**config.mk**
```make
export PLATFORM = sky130hd
export DESIGN_NAME = flow_rate_reporter_unit
export DESIGN_NICKNAME = d
export VERILOG_FILES = /design/src/frr_pkg.sv /design/src/frr_div.sv /design/src/frr_dp.sv /design/src/frr_ctrl.sv /design/src/flow_rate_reporter_unit.sv
export SDC_FILE = /design/constraint.sdc
export NUM_CORES = 2
export LEC_CHECK = 0
export ABC_AREA = 1
export BUFFER_PORTS_ARGS = -buffer_cell sky130_fd_sc_hd__buf_2
export CAP_MARGIN = 25
export CORE_ASPECT_RATIO = 1.4
export CORE_MARGIN = 1
export CORE_UTILIZATION = 45
export CTS_CLUSTER_DIAMETER = 30
export DETAILED_ROUTE_END_ITERATION = 12
export RECOVER_POWER = 50
export REMOVE_ABC_BUFFERS = 1
export SLEW_MARGIN = 30
export SYNTH_ARGS = -nofsm -noshare
export SYNTH_HDL_FRONTEND = slang
export SYNTH_SLANG_ARGS = --single-unit
```
**constraint.sdc**
```tcl
create_clock -name clk_i -period 6.7 [get_ports clk_i]
set_input_delay 0.335 -clock clk_i [delete_from_list [all_inputs] [get_ports clk_i]]
set_output_delay 0.335 -clock clk_i [all_outputs]
set_load 0.03 [all_outputs]
```
**src/frr_pkg.sv**
```systemverilog
// Shared types, register indexes and constants of the flow rate reporter.
package frr_pkg;

  localparam int unsigned CFG_IDX_W  = 3;
  localparam int unsigned CFG_DATA_W = 32;
  localparam int unsigned PERIOD_W   = 16;
  localparam int unsigned TIME_W     = 32;
  localparam int unsigned THRESH_W   = 32;
  localparam int unsigned LITRES_W   = 48;
  localparam int unsigned RATE_W     = 48;
  localparam int unsigned DEN_W      = 2 * PERIOD_W;
  // Seconds per minute is folded in as x64 - x4, which needs six extra bits.
  localparam int unsigned MIN_EXT_W  = 6;

  localparam logic [CFG_IDX_W-1:0] CFG_PULSES_PER_LITRE    = 3'd0;
  localparam logic [CFG_IDX_W-1:0] CFG_MAX_GAP             = 3'd1;
  localparam logic [CFG_IDX_W-1:0] CFG_IDLE_PERIOD         = 3'd2;
  localparam logic [CFG_IDX_W-1:0] CFG_ACTIVE_PERIOD       = 3'd3;
  localparam logic [CFG_IDX_W-1:0] CFG_IDLE_RATE_THRESHOLD = 3'd4;

  localparam logic [PERIOD_W-1:0] PPL_RESET         = 16'd450;
  localparam logic [PERIOD_W-1:0] MAX_GAP_RESET     = 16'd32;
  localparam logic [PERIOD_W-1:0] IDLE_PERIOD_RESET = 16'd30;
  localparam logic [PERIOD_W-1:0] ACT_PERIOD_RESET  = 16'd1;
  localparam logic [THRESH_W-1:0] THRESHOLD_RESET   = 32'd655;

  localparam logic [RATE_W-1:0] RATE_MAX = 48'h7FFF_FFFF_FFFF;
  localparam logic [RATE_W-1:0] RATE_MIN = 48'h8000_0000_0000;

  typedef enum logic [2:0] {
    ST_IDLE,
    ST_GAP,
    ST_DECIDE,
    ST_DIVIDE,
    ST_FINISH
  } frr_state_e;

  typedef struct packed {
    logic load;
    logic gap;
    logic decide;
    logic finish;
  } frr_cmd_t;

  typedef struct packed {
    logic report;
    logic div_busy;
    logic out_free;
  } frr_sts_t;

endpackage

```
**src/frr_div.sv**
```systemverilog
// Bit-serial restoring divider: one quotient bit per cycle.
module frr_div #(
  parameter int unsigned NUM_W = 54,
  parameter int unsigned DEN_W = 32
) (
  input  logic             clk_i,
  input  logic             rst_ni,
  input  logic             start_i,
  input  logic [NUM_W-1:0] num_i,
  input  logic [DEN_W-1:0] den_i,
  output logic             busy_o,
  output logic [NUM_W-1:0] quo_o
);

  localparam int unsigned CNT_W = $clog2(NUM_W + 1);

  logic [CNT_W-1:0] cnt_q, cnt_d;
  logic [NUM_W-1:0] quo_q, quo_d;
  logic [DEN_W-1:0] rem_q, rem_d;
  logic [DEN_W-1:0] den_q, den_d;
  logic [DEN_W:0]   rem_shift;
  logic [DEN_W:0]   rem_sub;
  logic             fits;

  assign busy_o    = (cnt_q != '0);
  assign quo_o     = quo_q;
  assign rem_shift = {rem_q, quo_q[NUM_W-1]};
  assign fits      = (rem_shift >= {1'b0, den_q});
  assign rem_sub   = rem_shift - {1'b0, den_q};

  always_comb begin
    cnt_d = cnt_q;
    quo_d = quo_q;
    rem_d = rem_q;
    den_d = den_q;
    if (start_i) begin
      cnt_d = CNT_W'(NUM_W);
      quo_d = num_i;
      rem_d = '0;
      den_d = den_i;
    end else if (busy_o) begin
      cnt_d = cnt_q - CNT_W'(1);
      quo_d = {quo_q[NUM_W-2:0], fits};
      rem_d = fits ? rem_sub[DEN_W-1:0] : rem_shift[DEN_W-1:0];
    end
  end

  always_ff @(posedge clk_i or negedge rst_ni) begin
    if (!rst_ni) begin
      cnt_q <= '0;
    end else begin
      cnt_q <= cnt_d;
    end
  end

  always_ff @(posedge clk_i) begin
    quo_q <= quo_d;
    rem_q <= rem_d;
    den_q <= den_d;
  end

endmodule

```
**src/frr_dp.sv**
```systemverilog
// Datapath: configuration, report state, gap and rate arithmetic, output register.
module frr_dp #(
  parameter int unsigned COUNT_BITS    = 32,
  parameter int unsigned FRACTION_BITS = 16
) (
  input  logic                                  clk_i,
  input  logic                                  rst_ni,
  input  logic                                  cfg_we_i,
  input  logic [frr_pkg::CFG_IDX_W-1:0]         cfg_index_i,
  input  logic [frr_pkg::CFG_DATA_W-1:0]        cfg_wdata_i,
  input  logic                                  has_count_i,
  input  logic [31:0]                           pulse_total_i,
  input  logic [frr_pkg::TIME_W-1:0]            now_seconds_i,
  input  frr_pkg::frr_cmd_t                     cmd_i,
  output frr_pkg::frr_sts_t                     sts_o,
  input  logic                                  out_stall_i,
  output logic                                  out_valid_o,
  output logic [frr_pkg::TIME_W-1:0]            report_seconds_o,
  output logic [frr_pkg::LITRES_W-1:0]          litres_o,
  output logic signed [frr_pkg::RATE_W-1:0]     rate_o,
  output logic                                  is_flowing_o
);

  import frr_pkg::*;

  localparam int unsigned L_NUM_W = COUNT_BITS + FRACTION_BITS;
  localparam int unsigned M60_W   = COUNT_BITS + MIN_EXT_W;
  localparam int unsigned R_NUM_W = M60_W + FRACTION_BITS;

  // Configuration registers
  logic [PERIOD_W-1:0] ppl_q, max_gap_q, idle_period_q, act_period_q;
  logic [THRESH_W-1:0] threshold_q;

  // Report state
  logic [COUNT_BITS-1:0] current_count_q, reported_count_q;
  logic [TIME_W-1:0]     reported_time_q;
  logic [RATE_W-1:0]     reported_rate_q;
  logic                  flow_active_q;

  // Item stage registers
  logic [TIME_W-1:0]     now_q;
  logic [PERIOD_W-1:0]   gap_q;
  logic [COUNT_BITS-1:0] mag_q;
  logic                  cnt_neg_q;
  logic                  same_q;

  // Output register
  logic                  out_valid_q;
  logic [TIME_W-1:0]     out_seconds_q;
  logic [LITRES_W-1:0]   out_litres_q;
  logic [RATE_W-1:0]     out_rate_q;
  logic                  out_flowing_q;

  logic [TIME_W:0]       time_diff;
  logic                  resync;
  logic [PERIOD_W-1:0]   gap_eff;
  logic                  cnt_neg;
  logic [COUNT_BITS-1:0] mag;

  logic                  rate_hot;
  logic                  report_w;
  logic [PERIOD_W-1:0]   ppl_nz;
  logic [DEN_W-1:0]      rate_den;
  logic [M60_W-1:0]      mag60;
  logic [R_NUM_W-1:0]    rate_num;
  logic [L_NUM_W-1:0]    litres_num;
  logic                  div_start;

  logic                  lit_busy, rate_busy;
  logic [L_NUM_W-1:0]    lit_quo;
  logic [R_NUM_W-1:0]    rate_quo;
  logic [63:0]           rate_quo_x;
  logic                  rate_over;
  logic [RATE_W-1:0]     rate_mag;
  logic [RATE_W-1:0]     rate_sat;
  logic [RATE_W-1:0]     rate_rep;

  // Configuration writes
  always_ff @(posedge clk_i or negedge rst_ni) begin
    if (!rst_ni) begin
      ppl_q         <= PPL_RESET;
      max_gap_q     <= MAX_GAP_RESET;
      idle_period_q <= IDLE_PERIOD_RESET;
      act_period_q  <= ACT_PERIOD_RESET;
      threshold_q   <= THRESHOLD_RESET;
    end else if (cfg_we_i) begin
      unique case (cfg_index_i)
        CFG_PULSES_PER_LITRE:    ppl_q         <= cfg_wdata_i[PERIOD_W-1:0];
        CFG_MAX_GAP:             max_gap_q     <= cfg_wdata_i[PERIOD_W-1:0];
        CFG_IDLE_PERIOD:         idle_period_q <= cfg_wdata_i[PERIOD_W-1:0];
        CFG_ACTIVE_PERIOD:       act_period_q  <= cfg_wdata_i[PERIOD_W-1:0];
        CFG_IDLE_RATE_THRESHOLD: threshold_q   <= cfg_wdata_i[THRESH_W-1:0];
        default: ;
      endcase
    end
  end

  // Gap stage: signed gap and resync, count difference
  assign time_diff = {1'b0, now_q} - {1'b0, reported_time_q};
  assign resync    = time_diff[TIME_W] ||
                     (time_diff[TIME_W-1:0] > {{(TIME_W-PERIOD_W){1'b0}}, max_gap_q});
  assign gap_eff   = resync ? '0 : time_diff[PERIOD_W-1:0];
  assign cnt_neg   = (current_count_q < reported_count_q);
  assign mag       = cnt_neg ? (reported_count_q - current_count_q)
                             : (current_count_q - reported_count_q);

  // Decide stage
  assign rate_hot = $signed({reported_rate_q[RATE_W-1], reported_rate_q}) >
                    $signed({{(RATE_W+1-THRESH_W){1'b0}}, threshold_q});
  assign report_w = same_q ? ((gap_q > idle_period_q) || rate_hot)
                           : (gap_q > act_period_q);
  assign ppl_nz     = (ppl_q == '0) ? PERIOD_W'(1) : ppl_q;
  assign rate_den   = DEN_W'(ppl_nz) * DEN_W'(gap_q);
  // x60 = x64 - x4
  assign mag60      = {mag_q, 6'b0} - {4'b0, mag_q, 2'b0};
  assign rate_num   = {mag60, {FRACTION_BITS{1'b0}}};
  assign litres_num = {current_count_q, {FRACTION_BITS{1'b0}}};
  assign div_start  = cmd_i.decide && report_w;

  frr_div #(
    .NUM_W(L_NUM_W),
    .DEN_W(PERIOD_W)
  ) u_lit_div (
    .clk_i  (clk_i),
    .rst_ni (rst_ni),
    .start_i(div_start),
    .num_i  (litres_num),
    .den_i  (ppl_nz),
    .busy_o (lit_busy),
    .quo_o  (lit_quo)
  );

  frr_div #(
    .NUM_W(R_NUM_W),
    .DEN_W(DEN_W)
  ) u_rate_div (
    .clk_i  (clk_i),
    .rst_ni (rst_ni),
    .start_i(div_start),
    .num_i  (rate_num),
    .den_i  (rate_den),
    .busy_o (rate_busy),
    .quo_o  (rate_quo)
  );

  // Saturate the rate quotient and apply the sign of the count difference
  assign rate_quo_x = 64'(rate_quo);
  assign rate_over  = (rate_quo_x > 64'(RATE_MAX));
  assign rate_mag   = rate_quo_x[RATE_W-1:0];
  assign rate_sat   = cnt_neg_q ? (rate_over ? RATE_MIN : (~rate_mag + RATE_W'(1)))
                                : (rate_over ? RATE_MAX : rate_mag);
  assign rate_rep   = same_q ? '0 : rate_sat;

  // Report state
  always_ff @(posedge clk_i or negedge rst_ni) begin
    if (!rst_ni) begin
      current_count_q  <= '0;
      reported_count_q <= '0;
      reported_time_q  <= '0;
      reported_rate_q  <= '0;
      flow_active_q    <= 1'b0;
    end else begin
      if (cmd_i.load && has_count_i) begin
        current_count_q <= pulse_total_i[COUNT_BITS-1:0];
      end
      if (cmd_i.gap && resync) begin
        reported_time_q <= now_q;
      end
      if (cmd_i.decide) begin
        flow_active_q <= !same_q;
      end
      if (cmd_i.finish) begin
        reported_time_q  <= now_q;
        reported_count_q <= current_count_q;
        reported_rate_q  <= rate_rep;
      end
    end
  end

  // Item stage registers
  always_ff @(posedge clk_i) begin
    if (cmd_i.load) begin
      now_q <= now_seconds_i;
    end
    if (cmd_i.gap) begin
      gap_q     <= gap_eff;
      mag_q     <= mag;
      cnt_neg_q <= cnt_neg;
      same_q    <= (current_count_q == reported_count_q);
    end
  end

  // Output register
  always_ff @(posedge clk_i or negedge rst_ni) begin
    if (!rst_ni) begin
      out_valid_q <= 1'b0;
    end else if (cmd_i.finish) begin
      out_valid_q <= 1'b1;
    end else if (!out_stall_i) begin
      out_valid_q <= 1'b0;
    end
  end

  always_ff @(posedge clk_i) begin
    if (cmd_i.finish) begin
      out_seconds_q <= now_q;
      out_litres_q  <= LITRES_W'(lit_quo);
      out_rate_q    <= rate_rep;
      out_flowing_q <= flow_active_q;
    end
  end

  assign out_valid_o      = out_valid_q;
  assign report_seconds_o = out_seconds_q;
  assign litres_o         = out_litres_q;
  assign rate_o           = $signed(out_rate_q);
  assign is_flowing_o     = out_flowing_q;

  assign sts_o.report   = report_w;
  assign sts_o.div_busy = lit_busy || rate_busy;
  assign sts_o.out_free = !out_valid_q || !out_stall_i;

  a_idle_zero_rate: assert property (@(posedge clk_i) disable iff (!rst_ni)
    (out_valid_o && !is_flowing_o) |-> (rate_o == '0))
    else $error("idle report carries a nonzero rate");

  a_finish_commit: assert property (@(posedge clk_i) disable iff (!rst_ni)
    cmd_i.finish |=> (reported_time_q == report_seconds_o) &&
                     (reported_rate_q == out_rate_q))
    else $error("report state and output register disagree after a report");

  a_load_div_idle: assert property (@(posedge clk_i) disable iff (!rst_ni)
    cmd_i.load |-> !(lit_busy || rate_busy))
    else $error("item taken while the dividers are still running");

endmodule

```
**src/frr_ctrl.sv**
```systemverilog
// Controller: sequences one item through gap, decision, division and report.
module frr_ctrl (
  input  logic              clk_i,
  input  logic              rst_ni,
  input  logic              in_valid_i,
  output logic              in_stall_o,
  input  frr_pkg::frr_sts_t sts_i,
  output frr_pkg::frr_cmd_t cmd_o
);

  import frr_pkg::*;

  frr_state_e state_q, state_d;

  always_comb begin
    state_d = state_q;
    unique case (state_q)
      ST_IDLE:   if (in_valid_i) state_d = ST_GAP;
      ST_GAP:    state_d = ST_DECIDE;
      ST_DECIDE: state_d = sts_i.report ? ST_DIVIDE : ST_IDLE;
      ST_DIVIDE: if (!sts_i.div_busy) state_d = ST_FINISH;
      ST_FINISH: if (sts_i.out_free) state_d = ST_IDLE;
      default:   state_d = ST_IDLE;
    endcase
  end

  always_comb begin
    cmd_o      = '0;
    in_stall_o = 1'b1;
    unique case (state_q)
      ST_IDLE: begin
        in_stall_o = 1'b0;
        cmd_o.load = in_valid_i;
      end
      ST_GAP:    cmd_o.gap    = 1'b1;
      ST_DECIDE: cmd_o.decide = 1'b1;
      ST_DIVIDE: ;
      ST_FINISH: cmd_o.finish = sts_i.out_free;
      default: ;
    endcase
  end

  always_ff @(posedge clk_i or negedge rst_ni) begin
    if (!rst_ni) begin
      state_q <= ST_IDLE;
    end else begin
      state_q <= state_d;
    end
  end

endmodule

```
**src/flow_rate_reporter_unit.sv**
```systemverilog
// Top level of the flow rate reporter: controller, datapath and ports.
//
// Each transfer on the input channel is one sensor event (a new pulse total
// or a timeout) stamped with the time in seconds; each transfer on the output
// channel is one volume and rate report, and an event causes at most one.
// An event that gives no report passes through the gap and decision states and
// back to idle. An event that gives a report also waits in the division state
// for the bit-serial divider that forms the rate quotient one bit per cycle;
// volume is divided alongside it. A finished report waits in the output
// register, and the next event is taken while it waits, but a further report
// waits for that register to drain. Configuration registers must be written
// through the write port only while the block is idle, which the block itself
// does not enforce; they have no read-back.
module flow_rate_reporter_unit #(
  parameter int unsigned COUNT_BITS    = 32,
  parameter int unsigned FRACTION_BITS = 16
) (
  input  logic                              clk_i,
  input  logic                              rst_ni,
  // Configuration write port
  input  logic                              cfg_we_i,
  input  logic [frr_pkg::CFG_IDX_W-1:0]     cfg_index_i,
  input  logic [frr_pkg::CFG_DATA_W-1:0]    cfg_wdata_i,
  // Event channel
  input  logic                              in_valid_i,
  output logic                              in_stall_o,
  input  logic                              has_count_i,
  input  logic [31:0]                       pulse_total_i,
  input  logic [frr_pkg::TIME_W-1:0]        now_seconds_i,
  // Report channel
  output logic                              out_valid_o,
  input  logic                              out_stall_i,
  output logic [frr_pkg::TIME_W-1:0]        report_seconds_o,
  output logic [frr_pkg::LITRES_W-1:0]      litres_o,
  output logic signed [frr_pkg::RATE_W-1:0] rate_o,
  output logic                              is_flowing_o
);

  import frr_pkg::*;

  frr_cmd_t cmd;
  frr_sts_t sts;

  // Step one event at a time through the datapath
  frr_ctrl u_ctrl (
    .clk_i     (clk_i),
    .rst_ni    (rst_ni),
    .in_valid_i(in_valid_i),
    .in_stall_o(in_stall_o),
    .sts_i     (sts),
    .cmd_o     (cmd)
  );

  // Hold configuration and report state, do the arithmetic, drive reports
  frr_dp #(
    .COUNT_BITS   (COUNT_BITS),
    .FRACTION_BITS(FRACTION_BITS)
  ) u_dp (
    .clk_i           (clk_i),
    .rst_ni          (rst_ni),
    .cfg_we_i        (cfg_we_i),
    .cfg_index_i     (cfg_index_i),
    .cfg_wdata_i     (cfg_wdata_i),
    .has_count_i     (has_count_i),
    .pulse_total_i   (pulse_total_i),
    .now_seconds_i   (now_seconds_i),
    .cmd_i           (cmd),
    .sts_o           (sts),
    .out_stall_i     (out_stall_i),
    .out_valid_o     (out_valid_o),
    .report_seconds_o(report_seconds_o),
    .litres_o        (litres_o),
    .rate_o          (rate_o),
    .is_flowing_o    (is_flowing_o)
  );

endmodule

```
======== Yosys cells after proc, flatten, opt, wreduce, memory -nomap -nowiden ========
Index checks and enable logic that the tools add are counted.
storage, ports and cells
  bits in registers ....................... 666
  input bits .............................. 105
  output and inout bits ................... 131
  word-level logic and storage cells ...... 118
operators by class
  add/subtract/negate cells ............... 9
  multipliers ............................. 1
  order comparisons ....................... 8
  eq/ne operators ......................... 13
  muxes and demuxes ....................... 31
  bitwise gates (word level) .............. 1
  reduce and logical (&&, ||, !) cells .... 24
operator list
  kind                                                                     number
  48-bit two-way mux                                                       6
  32-bit two-way mux                                                       4
  54-bit two-way mux                                                       2
  32-bit subtractor                                                        3
  54-bit by 47-bit > comparator with 1-bit output (second input constant)  1
  48-bit by 1-bit adder with 48-bit output (second input constant)         1
  48-bit by 33-bit > comparator with 1-bit output                          1
  48-bit NOT                                                               1
  38-bit by 34-bit subtractor with 38-bit output                           1
  33-bit by 32-bit >= comparator with 1-bit output                         1
  32-bit by 32-bit subtractor with 33-bit output                           1
  32-bit equality test                                                     1
  16-bit > comparator                                                      2
  32-bit by 16-bit > comparator with 1-bit output                          1
  32-bit < comparator                                                      1
  16-bit by 16-bit multiplier with 32-bit output                           1
  16-bit two-way mux                                                       2
  6-bit two-way mux                                                        4
  17-bit by 16-bit >= comparator with 1-bit output                         1
  16-bit logical NOT                                                       1
  16-bit subtractor                                                        1
  3-bit case mux with 5 select lines                                       1
  3-bit by 2-bit equality test with 1-bit output (second input constant)   4
  6-bit nonzero test                                                       2
  other kinds (15)                                                         43

======== Longest topological paths before layout ========
  depth in word-level cells ............... 6
  gate-level depth with buffers ........... 31
  depth with buffers taken out ............ 30

======== By module ========
A second synthesis with hierarchy kept.
second synthesis, totals
  cell total of the unflattened synthesis .. 6341
  area total of the unflattened synthesis .. 49244.7 um2
modules (own cells, without submodules)
  module                     instances  cells an instance  area each (um2)  seq. area each (um2)
  frr_dp                     1          4673               36610.1          12411.9
  frr_div (u_dp.u_rate_div)  1          1063               7672.4           3373.2
  frr_div (u_dp.u_lit_div)   1          578                4742.0           2392.3
  frr_ctrl                   1          27                 220.2            75.1

======== Worst setup path after synthesis ========
No wires, ideal clock.
  kind .................................... reg2reg
  start point ............................. register u_dp.ppl_q[7]
  end point ............................... register u_dp.u_rate_div.den_q[28], data pin
  library setup time ...................... 0.260 ns
  arrival time ............................ 5.746 ns
  required time ........................... 6.440 ns
  path slack .............................. 0.694 ns
  stages on the path, launching flop included .. 24
  path buffers ............................ 2
  period minus slack after synthesis ...... 6.006 ns
  cells stage by stage .................... dfstp_2 > clkbuf_1 > buf_1 > nand2_1 > fa_1 > fa_1 > inv_1 > fa_1 > inv_1 > fa_1 > fa_1 > fa_1 > inv_1 > ha_1 > a21oi_1 > o21ai_0 > a21o_1 > nand2_1 > nand2_1 > a21oi_1 > o21ai_0 > nand2_1 > nand2_1 > xor2_1
on the way
  word-level cells in the longest chain between the ends .. 3
ends and longest elaborated chain
  element                                           RTL line       RTL
  start, declared                                   frr_dp.sv:31   logic [PERIOD_W-1:0] ppl_q, max_gap_q, idle_period_q, act_period_q;
  start signal, assigned                            frr_dp.sv:88   CFG_PULSES_PER_LITRE: ppl_q <= cfg_wdata_i[PERIOD_W-1:0];
  16-bit logical NOT                                frr_dp.sv:112  assign ppl_nz = (ppl_q == '0) ? PERIOD_W'(1) : ppl_q;
  16-bit two-way mux *                              frr_dp.sv:112
  16-bit by 16-bit multiplier with 32-bit output *  frr_dp.sv:113  assign rate_den = DEN_W'(ppl_nz) * DEN_W'(gap_q);
  via u_dp.rate_den[28]                             frr_dp.sv:63   logic [DEN_W-1:0] rate_den;
  end signal, assigned                              frr_div.sv:59  den_q <= den_d;
  end, declared                                     frr_div.sv:20  logic [DEN_W-1:0] den_q, den_d;
The timed path passes the listed nets; every way through them passes the cells marked *.
A chain may end at the register's enable or synchronous reset.

======== Final worst setup path ========
  start point ............................. register u_dp.ppl_q[0]
  end point ............................... register u_dp.u_rate_div.den_q[28], data pin
on the way
  word-level cells in the longest chain between the ends .. 3
ends and longest elaborated chain
  element                                           RTL line       RTL
  16-bit logical NOT                                frr_dp.sv:112
  16-bit two-way mux *                              frr_dp.sv:112
  via u_dp.ppl_nz[0]                                frr_dp.sv:62   logic [PERIOD_W-1:0] ppl_nz;
  16-bit by 16-bit multiplier with 32-bit output *  frr_dp.sv:113
  via u_dp.rate_den[28]                             frr_dp.sv:63
Marked as above.

==> out/summary.md <==
* shortest period the worst path allows: 6.33 ns
* setup slack, reg-to-reg: 0.37 ns
* timing endpoint of the critical path: u_dp.u_rate_div.den_q[28]
* DRT Wirelength: 142,000 um
* cell count of the worst reg-to-reg path: 22
* number of detailed-routing iterations run before antenna repair: 5
* CP cell instances: nor4_1 > nand4_1 > nand2_1 > nand2_1 > fa_1 > fa_1 > inv_1 > fa_1 > fa_1 > fa_1 > inv_1 > fa_1 > inv_1 > ha_1 > a21oi_1 > o21a_1 > nand2_1 > a21oi_1 > o21ai_0 > nand2_1 > nand2_1 > xor2_1
* largest clock skew in the final design: 0.0293 ns
* ys flop type: edfxtp_1
* initial cell density of the core: 0.455
* destination of the worst register-to-register timing path: u_dp.u_rate_div.den_q[28]
* routed wire length on met3: 7190 um
* overall global routing resource usage: 0.267
* CTS buffer count: 131
* Synth Area per Inst: 8.02 sq um
* min setup slack post-route: 0.366 ns
* number of flops mapped to enable cells by yosys: 329
* Post-Syn Area: 47,400 sq um
* largest incremental delay on the critical path: 0.57 ns
* grt ovf: 0
* share of the clock period used by the worst path after layout: 0.945
* core utilization of the finished layout: 0.530
* uppermost layer routed: met5
* fraction of synthesis flops using an asynchronous set or reset pin: 0.386
* chip height: 386 um
* vias after detailed routing: 40,100
* clock latency at the later pin of the worst-skew pair: 0.77 ns
* worst relative slew slack: -2.31
* Achievable Freq: 158 MHz
* unrepaired setup endpoints after global routing: no
* floorplan row count: 140
* Die Footprint: 107,000 sq um
* slew at the pin with the worst max-slew slack: 4.97 ns
* half-perimeter wire length after detailed placement: 108,000 um
* list of most frequent post-synthesis cells: nand2_1, inv_1, nor2_1
* number of instances in the synthesized netlist: 5,909
* Fin Setup TNS: 0 ns
* share of layout cells above drive strength 1: 0.0717
* ports placed on the boundary: 236
* post_cts resized: 0
* sequential-to-total area share from yosys stat: 0.378
* largest cells by area after synthesis: edfxtp_1, dfrtp_1, nand2_1
* Hold Vio Cnt, Final: 0
* flip-flop and latch count after synthesis: 666
* clock transition at the register clock pins on the worst setup and hold paths after CTS: 0.05 ns
* required time of the worst setup path: 7.21 ns
* Cell Count Post-Placement: 7,326
* launching element of the worst setup path: u_dp.ppl_q[0]
* setup violators final: 0
* vias in the first global route: 40,500
* antenna-violating nets left: 0
* top cell type's share of synthesized area: 0.209
* largest area contributor in the synthesized netlist: edfxtp_1
* setup slack after placement: 0.372 ns
* buffers added on ports: 235
* origin of the critical flop-to-flop path: u_dp.ppl_q[0]
* drt via density: 5.23
* initial antenna violation count: 12
* cell at the root of the clock tree: clkbuf_16
* number of sinks on the clock net: 666
* largest fanout of any net on the critical path: 5
* NumNets Final: 6,856
* wire per inst: 18.6 um
* Detailed Route Iter0 Violations: 2,757
* endpoint type of the worst setup path: flop
* global-route wire length before repair: 223,000 um
* number of DRC violations after detailed routing: 0
* Die Span X: 276 um
* min-delay worst type: input pin to flop
* arrival time at the worst endpoint: 6.84 ns
* pin count of the biggest net entering global routing: 165
* startpoint types: flop
* run status: finished with violations
* Crit Path Class: flop to flop
* violated checks: capacitance limit, slew limit
* routability congestion estimate from global placement: 0.975
* count of yosys warnings during synthesis: 0
* total length of routed met2 wires: 69,800 um
* Area growth syn-to-layout: 16.6%
* TritonCTS clock tree: built
* Post-Layout Cell Count: 7,658
* Met1 Wirelength: 59,800 um
* critical-path cell with the highest stage delay: fa_1
* Clock H-tree levels: 4
* maximum capacitance violations: 5
* core region area: 104,000 sq um
* maximum buffer depth of the clock tree: 3
* number of distinct library cell variants in the gate-level netlist after synthesis: 61
* cell seen most often among critical-path stages: fa_1
* most instantiated library cell after synthesis: nand2_1
* Max Slew Vio Count: 297
-- critical path, delay by kind of cell, from the launching register on --
family | cells | cell delay [ns]
fa+ha+maj | 7 | 3.54
simple gates | 7 | 0.96
compound gates | 4 | 0.88
flops | 1 | 0.39
buf+inv | 3 | 0.16
xor+xnor | 1 | 0.14
-- through the flow --
| step | instance area [sq um] | hold WS (ns) |
|---|---|---|
| floorplan | 46500 | 0.0394 |
| global placement | 49800 | 0.393 |
| detailed placement | 49900 | 0.394 |
| CTS | 55500 | 0.0371 |
| global route | 55200 | 0.0650 |
| finish | 55300 | 0.0793 |
-- kinds of logic after synthesis --
kind of cell	count (synthesis)	synth area share
xor gates and xnor gates	165	0.0305
adders and majority gates	558	0.179
DFF	666	0.378
and+or+nand+nor	2275	0.197
buffers and inverters	1259	0.101
muxes	3	0.000634
AOI/OAI and AO/OA	983	0.113
-- state kept, by name (all words and copies together) (netlist names), 48 cells and up --
register	cells
u_dp.litres_o	48
u_dp.rate_o	48
u_dp.reported_rate_q	48
u_dp.u_lit_div.quo_o	48
u_dp.u_rate_div.quo_o	54
-- layout by cell type (no fill, tap or decap), types with 80 or more instances in the layout --
cell,instances
dfrtp_1,241
nor2_1,431
edfxtp_1,329
fa_1,199
clkbuf_1,147
buf_2,102
nand2_1,1393
ha_1,359
a21oi_1,397
o21ai_0,399
inv_1,1021
nand3_1,252
clkbuf_16,133
xor2_1,104
dfxtp_1,80
dlygate4sd3_1,83
-- how the worst min path moves through the flow --
stage / start / cells past startpoint / end
after floorplan: rst_ni / 0 / u_ctrl.state_q[0]
after global placement: rst_ni / 1 / u_dp.reported_time_q[23]
after detailed placement: rst_ni / 1 / u_dp.reported_time_q[24]
after CTS: in_valid_i / 5 / u_ctrl.state_q[2]
after global routing: cfg_wdata_i[12] / 3 / u_dp.idle_period_q[12]
final: in_valid_i / 7 / u_ctrl.state_q[0]
-- routing by layer --
metal	global-route usage	vias up
li1	-	19600
met1	0.325	19000
met2	0.472	1113
met3	0.0472	320
met4	0.101	10
met5	0	-
-- timing repair --
item,CTS,global route
buffers inserted,0,0
hold endpoints to repair,165,0
hold buffers,83,0
-- area by class of cell --
type / instances / area (sq um)
fill: 10000 / 49000
inverter: 1040 / 3910
tap: 1349 / 1690
multi-input combinational: 3984 / 24700
clock buffer: 146 / 3400
clock inverter: 98 / 1370
timing repair buffer: 370 / 2250
antenna: 5 / 12.5
sequential: 666 / 17900
Power is left out: the tool's default activity adds up to more than one toggle a clock period on the data nets, which glitch-free logic cannot reach.
